===== src/hdl/dtbb_pkg.sv =====
// -----------------------------------------------------------------------------
// dtbb_pkg: shared constants and types for the dual-tone biquad cascade
// Widths, the coefficient literal tables and the Q-format conversion.
// -----------------------------------------------------------------------------
package dtbb_pkg;

   // Field and datapath widths
   localparam int unsigned SAMPLE_W  = 16;
   localparam int unsigned DW        = 32;   // section value width
   localparam int unsigned CW        = 32;   // coefficient width at the multiplier
   localparam int unsigned PW        = 64;   // product width
   localparam int unsigned XS_W      = 35;   // x +/- 2*x1 + x2 before scaling
   localparam int unsigned ACC_W     = 56;   // wide section sum
   localparam int unsigned NUM_SEC   = 4;    // sections per bank
   localparam int unsigned NUM_STAGE = 8;    // sections over both banks
   localparam int unsigned IDX_W     = 3;    // {bank, section}

   // Literals are in units of 1e-8
   localparam logic signed [63:0] LIT_SCALE = 64'sd100000000;

   typedef logic signed [CW-1:0] coef_tab_type [NUM_STAGE];

   // Stage order: upper bank sections 0..3, then lower bank sections 0..3
   localparam coef_tab_type A1_LIT = '{
      -32'sd177495574, -32'sd178072480, -32'sd177882789, -32'sd179257281,
      -32'sd184602348, -32'sd184997046, -32'sd185002393, -32'sd185937390
   };
   localparam coef_tab_type A2_LIT = '{
      32'sd98471132, 32'sd98490396, 32'sd99358215, 32'sd99377646,
      32'sd98747166, 32'sd98763379, 32'sd99474384, 32'sd99490711
   };
   localparam coef_tab_type GAIN_LIT = '{
      32'sd303500, 32'sd295500, 32'sd2263000, 32'sd2271000,
      32'sd201900, 32'sd196400, 32'sd2280000, 32'sd2294000
   };

   // Scale literals by 2^frac and truncate toward zero (elaboration only)
   function automatic coef_tab_type qtab(coef_tab_type lits, int unsigned frac);
      coef_tab_type      q;
      logic signed [63:0] w;
      for (int i = 0; i < NUM_STAGE; i++) begin
         w    = 64'(lits[i]) <<< frac;
         q[i] = CW'(w / LIT_SCALE);
      end
      return q;
   endfunction

endpackage


===== src/hdl/dtbb_if.sv =====
// -----------------------------------------------------------------------------
// dtbb_if: sample and result channels
// Valid/ready channels; a transfer happens when valid and ready are both high.
// -----------------------------------------------------------------------------
interface dtbb_req_if;
   logic                                   valid;
   logic                                   ready;
   logic signed [dtbb_pkg::SAMPLE_W-1:0]   sample;

   modport source (output valid, output sample, input ready);
   modport sink   (input valid, input sample, output ready);
endinterface

interface dtbb_rsp_if;
   logic                             valid;
   logic                             ready;
   logic signed [dtbb_pkg::DW-1:0]   upper_band;
   logic signed [dtbb_pkg::DW-1:0]   lower_band;

   modport source (output valid, output upper_band, output lower_band, input ready);
   modport sink   (input valid, input upper_band, input lower_band, output ready);
endinterface


===== src/hdl/dtbb_mul.sv =====
// -----------------------------------------------------------------------------
// dtbb_mul: shared signed multiplier
// One 32x32 signed multiply per cycle; the product register holds when idle.
// -----------------------------------------------------------------------------
module dtbb_mul (
   input  logic                              clock,
   input  logic                              mul_en,
   input  logic signed [dtbb_pkg::CW-1:0]    mul_a,
   input  logic signed [dtbb_pkg::DW-1:0]    mul_b,
   output logic signed [dtbb_pkg::PW-1:0]    prod_ff
);

   logic signed [dtbb_pkg::PW-1:0] prod_in;

   // product next value
   always_comb begin
      prod_in = prod_ff;
      if (mul_en) begin
         prod_in = dtbb_pkg::PW'(mul_a) * dtbb_pkg::PW'(mul_b);
      end
   end

   always_ff @(posedge clock) begin
      prod_ff <= prod_in;
   end

endmodule


===== src/hdl/dual_tone_bandpass_biquad_cascade_unit.sv =====
// Eight sections run one after another through one shared multiplier; each
// section steps through FB1, FB2, SUM and GAIN, then a finish state follows.
// A sample is taken only in idle. A stalled result holds the next result in
// the finish state, and so holds off the sample after that one.
// Reset (synchronous, active high) clears the filter history and the result
// valid flag and returns the sequencer to idle.
// -----------------------------------------------------------------------------
// dual_tone_bandpass_biquad_cascade_unit: two 4-section biquad bandpass banks
// Direct-form-I sections with gain scaling, sequenced over a shared multiplier.
// -----------------------------------------------------------------------------
module dual_tone_bandpass_biquad_cascade_unit #(
   parameter int unsigned FRAC_BITS = 14
) (
   input  logic            clock,
   input  logic            reset,
   dtbb_req_if.sink        req_chan,
   dtbb_rsp_if.source      rsp_chan
);

   localparam int unsigned DW    = dtbb_pkg::DW;
   localparam int unsigned XS_W  = dtbb_pkg::XS_W;
   localparam int unsigned ACC_W = dtbb_pkg::ACC_W;
   localparam int unsigned IDX_W = dtbb_pkg::IDX_W;
   localparam int unsigned NSTG  = dtbb_pkg::NUM_STAGE;

   // Q(FRAC_BITS) coefficient tables
   localparam dtbb_pkg::coef_tab_type A1_Q   =
      dtbb_pkg::qtab(dtbb_pkg::A1_LIT, FRAC_BITS);
   localparam dtbb_pkg::coef_tab_type A2_Q   =
      dtbb_pkg::qtab(dtbb_pkg::A2_LIT, FRAC_BITS);
   localparam dtbb_pkg::coef_tab_type GAIN_Q =
      dtbb_pkg::qtab(dtbb_pkg::GAIN_LIT, FRAC_BITS);

   localparam logic [IDX_W-1:0] LAST_IDX  = IDX_W'(NSTG - 1);
   localparam logic [IDX_W-1:0] LOWER_IDX = IDX_W'(dtbb_pkg::NUM_SEC);

   typedef enum logic [2:0] {
      ST_IDLE,
      ST_FB1,      // x terms, a1*y[n-1]
      ST_FB2,      // scale x terms, a2*y[n-2]
      ST_SUM,      // section value
      ST_GAIN,     // y*gain
      ST_FINISH
   } state_type;

   state_type                       state_ff, state_in;
   logic [IDX_W-1:0]                idx_ff, idx_in;
   logic signed [dtbb_pkg::SAMPLE_W-1:0] sample_ff, sample_in;
   logic signed [XS_W-1:0]          xs_ff, xs_in;
   logic signed [ACC_W-1:0]         acc_ff, acc_in;
   logic signed [DW-1:0]            y_ff, y_in;
   logic signed [DW-1:0]            upper_ff, upper_in;
   logic signed [DW-1:0]            x1_ff [NSTG];
   logic signed [DW-1:0]            x2_ff [NSTG];
   logic signed [DW-1:0]            y1_ff [NSTG];
   logic signed [DW-1:0]            y2_ff [NSTG];
   logic signed [DW-1:0]            x1_in [NSTG];
   logic signed [DW-1:0]            x2_in [NSTG];
   logic signed [DW-1:0]            y1_in [NSTG];
   logic signed [DW-1:0]            y2_in [NSTG];
   logic                            rsp_valid_ff, rsp_valid_in;
   logic signed [DW-1:0]            rsp_upper_ff, rsp_upper_in;
   logic signed [DW-1:0]            rsp_lower_ff, rsp_lower_in;

   // shared multiplier
   logic                            mul_en;
   logic signed [dtbb_pkg::CW-1:0]  mul_a;
   logic signed [DW-1:0]            mul_b;
   logic signed [dtbb_pkg::PW-1:0]  prod_ff;

   logic signed [DW-1:0]            x_cur;
   logic signed [DW-1:0]            prod_scaled;
   logic signed [XS_W-1:0]          x1_twice;
   logic signed [ACC_W-1:0]         acc_sum;

   dtbb_mul u_mul (
      .clock   (clock),
      .mul_en  (mul_en),
      .mul_a   (mul_a),
      .mul_b   (mul_b),
      .prod_ff (prod_ff)
   );

   assign req_chan.ready      = (state_ff == ST_IDLE);
   assign rsp_chan.valid      = rsp_valid_ff;
   assign rsp_chan.upper_band = rsp_upper_ff;
   assign rsp_chan.lower_band = rsp_lower_ff;

   // gain-scaled value of the previous section: floor shift, wrap to 32 bits
   assign prod_scaled = prod_ff[FRAC_BITS +: DW];

   // section input: the sample at the head of each bank, else the previous section's scaled output
   assign x_cur = (idx_ff[1:0] == 2'd0) ? DW'(sample_ff) : prod_scaled;

   assign x1_twice = XS_W'(x1_ff[idx_ff]) <<< 1;

   // wide section sum less the second feedback product
   assign acc_sum = acc_ff - prod_ff[ACC_W-1:0];

   // multiplier operand selection
   always_comb begin
      mul_en = 1'b0;
      mul_a  = A1_Q[idx_ff];
      mul_b  = y1_ff[idx_ff];
      case (state_ff)
         ST_FB1: begin
            mul_en = 1'b1;
         end
         ST_FB2: begin
            mul_en = 1'b1;
            mul_a  = A2_Q[idx_ff];
            mul_b  = y2_ff[idx_ff];
         end
         ST_GAIN: begin
            mul_en = 1'b1;
            mul_a  = GAIN_Q[idx_ff];
            mul_b  = y_ff;
         end
         default: begin
            mul_en = 1'b0;
         end
      endcase
   end

   // sequencer next state and datapath
   always_comb begin
      state_in     = state_ff;
      idx_in       = idx_ff;
      sample_in    = sample_ff;
      xs_in        = xs_ff;
      acc_in       = acc_ff;
      y_in         = y_ff;
      upper_in     = upper_ff;
      x1_in        = x1_ff;
      x2_in        = x2_ff;
      y1_in        = y1_ff;
      y2_in        = y2_ff;
      rsp_valid_in = rsp_valid_ff;
      rsp_upper_in = rsp_upper_ff;
      rsp_lower_in = rsp_lower_ff;

      if (rsp_valid_ff && rsp_chan.ready) begin
         rsp_valid_in = 1'b0;
      end

      case (state_ff)
         ST_IDLE: begin
            if (req_chan.valid) begin
               sample_in = req_chan.sample;
               idx_in    = '0;
               state_in  = ST_FB1;
            end
         end
         ST_FB1: begin
            // sections 0,1 of each bank use b1 = +2, sections 2,3 use b1 = -2
            if (idx_ff[1] == 1'b0) begin
               xs_in = XS_W'(x_cur) + x1_twice + XS_W'(x2_ff[idx_ff]);
            end else begin
               xs_in = XS_W'(x_cur) - x1_twice + XS_W'(x2_ff[idx_ff]);
            end
            x2_in[idx_ff] = x1_ff[idx_ff];
            x1_in[idx_ff] = x_cur;
            if (idx_ff == LOWER_IDX) begin
               upper_in = prod_scaled;
            end
            state_in = ST_FB2;
         end
         ST_FB2: begin
            acc_in   = (ACC_W'(xs_ff) <<< FRAC_BITS) - prod_ff[ACC_W-1:0];
            state_in = ST_SUM;
         end
         ST_SUM: begin
            y_in          = acc_sum[FRAC_BITS +: DW];
            y2_in[idx_ff] = y1_ff[idx_ff];
            y1_in[idx_ff] = acc_sum[FRAC_BITS +: DW];
            state_in      = ST_GAIN;
         end
         ST_GAIN: begin
            if (idx_ff == LAST_IDX) begin
               state_in = ST_FINISH;
            end else begin
               idx_in   = idx_ff + 1'b1;
               state_in = ST_FB1;
            end
         end
         ST_FINISH: begin
            // wait for the output register to be free
            if (!rsp_valid_ff || rsp_chan.ready) begin
               rsp_valid_in = 1'b1;
               rsp_upper_in = upper_ff;
               rsp_lower_in = prod_scaled;
               state_in     = ST_IDLE;
            end
         end
         default: begin
            state_in = ST_IDLE;
         end
      endcase
   end

   // state, history and registered outputs
   always_ff @(posedge clock) begin
      if (reset) begin
         state_ff     <= ST_IDLE;
         idx_ff       <= '0;
         rsp_valid_ff <= 1'b0;
         for (int i = 0; i < NSTG; i++) begin
            x1_ff[i] <= '0;
            x2_ff[i] <= '0;
            y1_ff[i] <= '0;
            y2_ff[i] <= '0;
         end
      end else begin
         state_ff     <= state_in;
         idx_ff       <= idx_in;
         rsp_valid_ff <= rsp_valid_in;
         x1_ff        <= x1_in;
         x2_ff        <= x2_in;
         y1_ff        <= y1_in;
         y2_ff        <= y2_in;
      end
      sample_ff    <= sample_in;
      xs_ff        <= xs_in;
      acc_ff       <= acc_in;
      y_ff         <= y_in;
      upper_ff     <= upper_in;
      rsp_upper_ff <= rsp_upper_in;
      rsp_lower_ff <= rsp_lower_in;
   end

endmodule

===== src/flat_wrapper.sv =====
// flat-port wrapper written by rule: the top's interface ports become plain ports
module dual_tone_bandpass_biquad_cascade_unit_flat 
#(
   parameter int unsigned FRAC_BITS = 14
)
  (clock, reset, req_chan_valid, req_chan_sample, req_chan_ready, rsp_chan_valid, rsp_chan_upper_band, rsp_chan_lower_band, rsp_chan_ready);
  dtbb_req_if req_chan_i ();
  dtbb_rsp_if rsp_chan_i ();
  input  logic clock;
  input  logic reset;
  input wire logic [$bits(req_chan_i.valid)-1:0] req_chan_valid;
  input wire logic [$bits(req_chan_i.sample)-1:0] req_chan_sample;
  output wire logic [$bits(req_chan_i.ready)-1:0] req_chan_ready;
  output wire logic [$bits(rsp_chan_i.valid)-1:0] rsp_chan_valid;
  output wire logic [$bits(rsp_chan_i.upper_band)-1:0] rsp_chan_upper_band;
  output wire logic [$bits(rsp_chan_i.lower_band)-1:0] rsp_chan_lower_band;
  input wire logic [$bits(rsp_chan_i.ready)-1:0] rsp_chan_ready;
  assign req_chan_i.valid = req_chan_valid;
  assign req_chan_i.sample = req_chan_sample;
  assign req_chan_ready = req_chan_i.ready;
  assign rsp_chan_valid = rsp_chan_i.valid;
  assign rsp_chan_upper_band = rsp_chan_i.upper_band;
  assign rsp_chan_lower_band = rsp_chan_i.lower_band;
  assign rsp_chan_i.ready = rsp_chan_ready;
  dual_tone_bandpass_biquad_cascade_unit #(.FRAC_BITS(FRAC_BITS)) u_core (.clock(clock), .reset(reset), .req_chan(req_chan_i), .rsp_chan(rsp_chan_i));
endmodule

===== config.mk =====
export PLATFORM = sky130hd
export DESIGN_NAME = dual_tone_bandpass_biquad_cascade_unit_flat
export DESIGN_NICKNAME = d
export VERILOG_FILES = /design/src/hdl/dtbb_pkg.sv /design/src/hdl/dtbb_if.sv /design/src/hdl/dtbb_mul.sv /design/src/hdl/dual_tone_bandpass_biquad_cascade_unit.sv /design/src/flat_wrapper.sv
export SDC_FILE = /design/constraint.sdc
export NUM_CORES = 2
export LEC_CHECK = 0
export BUFFER_PORTS_ARGS = -buffer_cell sky130_fd_sc_hd__buf_2
export CAP_MARGIN = 10
export CORE_MARGIN = 5
export CORE_UTILIZATION = 35
export DETAILED_ROUTE_END_ITERATION = 6
export PLACE_DENSITY = 0.45
export RECOVER_POWER = 50
export SLEW_MARGIN = 20
export SYNTH_ARGS = -nofsm -noshare
export SYNTH_HDL_FRONTEND = slang
export SYNTH_SLANG_ARGS = --single-unit
export TNS_END_PERCENT = 100

===== constraint.sdc =====
create_clock -name clock -period 12.3 [get_ports clock]
set_input_delay 2.46 -clock clock [delete_from_list [all_inputs] [get_ports clock]]
set_output_delay 2.46 -clock clock [all_outputs]
set_load 0.1 [all_outputs]

==> results_dict.tcl <==
set metrics [dict create \
    status "finished with violations" \
    violations "capacitance limit, slew limit" \
    whs_ns 0.384 \
    cp.depth 25 \
    yosysTopAreaCellShare 0.259 \
    intPower_mw 9.18 \
    r2r_setup_slack_ns 1.51 \
    critPathRequiredTime_ns 12.83 \
    wl_per_cell_um 23.0 \
    critPathBufInv 3 \
    crit_path_frequent_cell "fa_1" \
    synth.most_common_cell "nor2_1" \
    path_delay_family "adder cells" \
    syn2layout_area_growth_pct 10.3 \
    synth_cells 7963 \
    crit_path_max_incr_delay_ns 0.94 \
    clkTransAtPathRegs_ns 0.06 \
    totalWireLength_mm 253 \
    reg2reg_depth 25 \
    power_frac_comb 0.370 \
    p_per_area_nw_per_um2 171 \
    ir_worst_vdd_v 0.000124 \
    synth_ff_type "dfxtp_1" \
    seqPwrFrac 0.329 \
    dr.pass1.iters 6 \
    p_clk_frac 0.301 \
    gp_congestion 0.874 \
    cp_max_fo 38 \
    cts_max_level 4 \
    fin_setup_tns_ns 0 \
    end_kind "register" \
    synth_area_leaders "dfxtp_1 (26%), fa_1 (16%), edfxtp_1 (10%)" \
    io_buffers 85 \
    holdBufCountCts 0 \
    cp-endpoint "u_core.u_mul.prod_ff[45]$_DFFE_PP_" \
    finalPower_mw 15.0 \
    swShare 0.390 \
    synth_commonest_cells "nor2_1 (1,184), dfxtp_1 (1,031), inv_1 (845)" \
    clock-sinks 1299 \
    die_w_um 487 \
    max_slew_margin -4.63 \
    grt_pass1_wl_mm 382 \
    max_freq_mhz 92.7 \
    cp-start-kind "register" \
    first_global_vias 58000 \
    slew_viol_final 1713 \
    place_ws_ns 1.40 \
    synth.avg_cell_area_sq_um 10.0 \
    nets 8827 \
    die_h_um 487 \
    finalWorstSetupSlack_ns 1.51 \
    ys_ff_latch 1299 \
    clock_latency_ns 0.84 \
    dieArea_sq_um 237000 \
    via_per_inst 5.21 \
    r2r-start "u_core.idx_ff[0]$_SDFFE_PP0P_" \
    antenna_found_initial 4 \
    switchingPower_mw 5.86 \
    post-route-period-util 0.877 \
    synth.distinct_cells 94 \
    worst_r2r_endpoint "u_core.u_mul.prod_ff[45]$_DFFE_PP_" \
    yosys.area.top_type "dfxtp_1" \
    ys_seq_area_frac 0.360 \
    leakage_nw 34.4 \
    critical_path.slowest_cell "dfxtp_4" \
    syn_nets 8929 \
    drive_gt1_frac 0.106 \
    cts_tree "yes" \
    initial_utilization 0.351 \
    fp.coreArea_sq_um 227000 \
    crit_start "u_core.idx_ff[0]$_SDFFE_PP0P_" \
    finalHoldViolations 0 \
    yosysWarnings 0 \
    vias 57400 \
    overflow 0 \
    fillers 22600 \
    route.detailed.drc 0 \
    drv_cap 34 \
    clock-root-buffer "clkbuf_16" \
    ios 86 \
    grt_max_degree 268 \
    critical_path_class "register to register" \
    drt_iter0_drc 4228 \
    worst_pin_slew_ns 8.44 \
    rsz0062_at_grt "no" \
    cp_data_arrival_time_ns 11.32 \
    cts_setup_buffers 0 \
    num_rows 175 \
    async_reset_ff_frac 0 \
    cts_buffer_depth 3 \
    synth-edff-count 268 \
    min_period_ns 10.79 \
    synth_area_sq_um 79600 \
    dpl.hpwl_mm 174 \
    track_usage 0.212 \
    finalClockSkew_ns 0.0635 \
    hp-class "register to register" \
    finalSetupViolCount 0 \
    cts_buffers 152 \
    drt.antenna.violating_nets 0 \
    cts_resized 0 \
]
## metrics by stage
| stage | instances | utilization | area (sq um) |
|---|---|---|---|
| 5_1_grt | 11000 | 0.387 | 87900 |
| 6_report | 11000 | 0.387 | 87900 |
| 4_1_cts | 11000 | 0.389 | 88100 |
| 3_3_place_gp | 10700 | 0.366 | 83100 |
| 3_5_place_dp | 10700 | 0.366 | 83100 |
| 2_1_floorplan | 7963 | - | 79600 |
## worst reg2reg max path, stage by stage (launching register included)
cell      delay (ns)
dfxtp_4         0.94
buf_4           0.76
mux4_2          0.62
mux2i_4         0.55
nor2_1          0.22
fa_1            0.66
fa_1            0.51
fa_1            0.89
inv_1           0.31
fa_1            0.55
inv_1           0.05
fa_1            0.48
fa_1            0.56
fa_1            0.45
fa_1            0.47
ha_1            0.39
a21o_1          0.21
a21o_1          0.18
a21o_1          0.17
a21o_1          0.16
a221oi_1        0.41
a31oi_1         0.28
a31oi_1         0.35
o21bai_1        0.10
a21oi_1         0.19
xnor2_1         0.08
## power groups by stage
stage / clock network [mW] / registers [mW] / logic (mW)
after floorplan: 0 / 4.89 / 3.64
after global routing: 4.84 / 4.96 / 6.11
after CTS: 4.66 / 4.95 / 5.68
after detailed placement: 0 / 5.03 / 5.61
final: 4.53 / 4.95 / 5.57
after global placement: 0 / 5.03 / 5.62
## per-layer routing
layer | routed length [um] | share of wire | GRT usage
met5 | 0 | 0 | 0
met4 | 5840 | 0.023 | 0.0517
met3 | 10900 | 0.043 | 0.0296
met2 | 117000 | 0.46 | 0.342
met1 | 119000 | 0.47 | 0.300
## state kept, by name, summed over array words and instances, names as in the netlist
signal	cells
u_core.x1_ff	256
u_core.xs_ff	32
u_core.u_mul.prod_ff	46
u_core.state_ff	3
u_core.y_ff	32
u_core.rsp_chan.upper_band	32
u_core.idx_ff	3
u_core.y1_ff	256
u_core.x2_ff	256
u_core.rsp_chan.valid	1
u_core.upper_ff	32
u_core.rsp_chan.lower_band	32
u_core.acc_ff	46
u_core.sample_ff	16
u_core.y2_ff	256
## cell usage in the layout, fill, tap and decap left out, types with 38 or more instances in the layout
cell / synthesis / final
a211oi_1: 787 / 787
a21o_1: 82 / 82
a21oi_1: 391 / 379
buf_2: 111 / 75
buf_4: 24 / 115
clkbuf_1: 334 / 81
clkbuf_16: 0 / 156
dfxtp_1: 1031 / 1028
edfxtp_1: 268 / 268
fa_1: 617 / 617
ha_1: 329 / 329
inv_1: 845 / 844
mux2i_1: 92 / 87
mux2i_2: 43 / 48
mux4_2: 252 / 252
nand2_1: 617 / 617
nand2b_1: 45 / 45
nand3_1: 47 / 47
nand3b_1: 52 / 52
nor2_1: 1184 / 1181
o21ai_0: 130 / 133
or2_2: 38 / 38
xnor2_1: 124 / 126
xor2_1: 57 / 53
## cells by family (layout without fill, tap and decap cells)
group,after synthesis,in the layout,share of synthesized area
compound gates,1620,1620,0.138
fa+ha+maj,946,946,0.207
other cells,1,5,0.0000471
simple gates,2174,2174,0.114
buf+inv,1341,1364,0.0672
mux,398,398,0.0931
xor+xnor,184,184,0.0205
flops,1299,1299,0.360
## worst min path at each step
stage                                        startpoint                                        to  depth (start not counted)
after floorplan            u_core.upper_ff[0]$_DFFE_PP_   u_core.rsp_chan.upper_band[0]$_DFFE_PP_                          0
after global placement     u_core.upper_ff[9]$_DFFE_PP_   u_core.rsp_chan.upper_band[9]$_DFFE_PP_                          0
after detailed placement   u_core.upper_ff[0]$_DFFE_PP_   u_core.rsp_chan.upper_band[0]$_DFFE_PP_                          0
after CTS                 u_core.upper_ff[22]$_DFFE_PP_  u_core.rsp_chan.upper_band[22]$_DFFE_PP_                          0
after global routing      u_core.upper_ff[22]$_DFFE_PP_  u_core.rsp_chan.upper_band[22]$_DFFE_PP_                          0
final                     u_core.upper_ff[22]$_DFFE_PP_  u_core.rsp_chan.upper_band[22]$_DFFE_PP_                          0
## cell type report
| cell class | count | area, sq um | area share |
|---|---|---|---|
| Multi-Input combinational cell | 5323 | 45700 | 0.520 |
| Clock buffer | 212 | 4270 | 0.0486 |
| Clock inverter | 67 | 744 | 0.00847 |
| Tap cell | 3009 | 3760 | 0.0428 |
| Sequential cell | 1299 | 28700 | 0.327 |
| Antenna cell | 4 | 10.0 | 0.000114 |
| Inverter | 847 | 3190 | 0.0363 |
| Timing Repair Buffer | 238 | 1500 | 0.0171 |
Power figures use the tool's default switching activity.
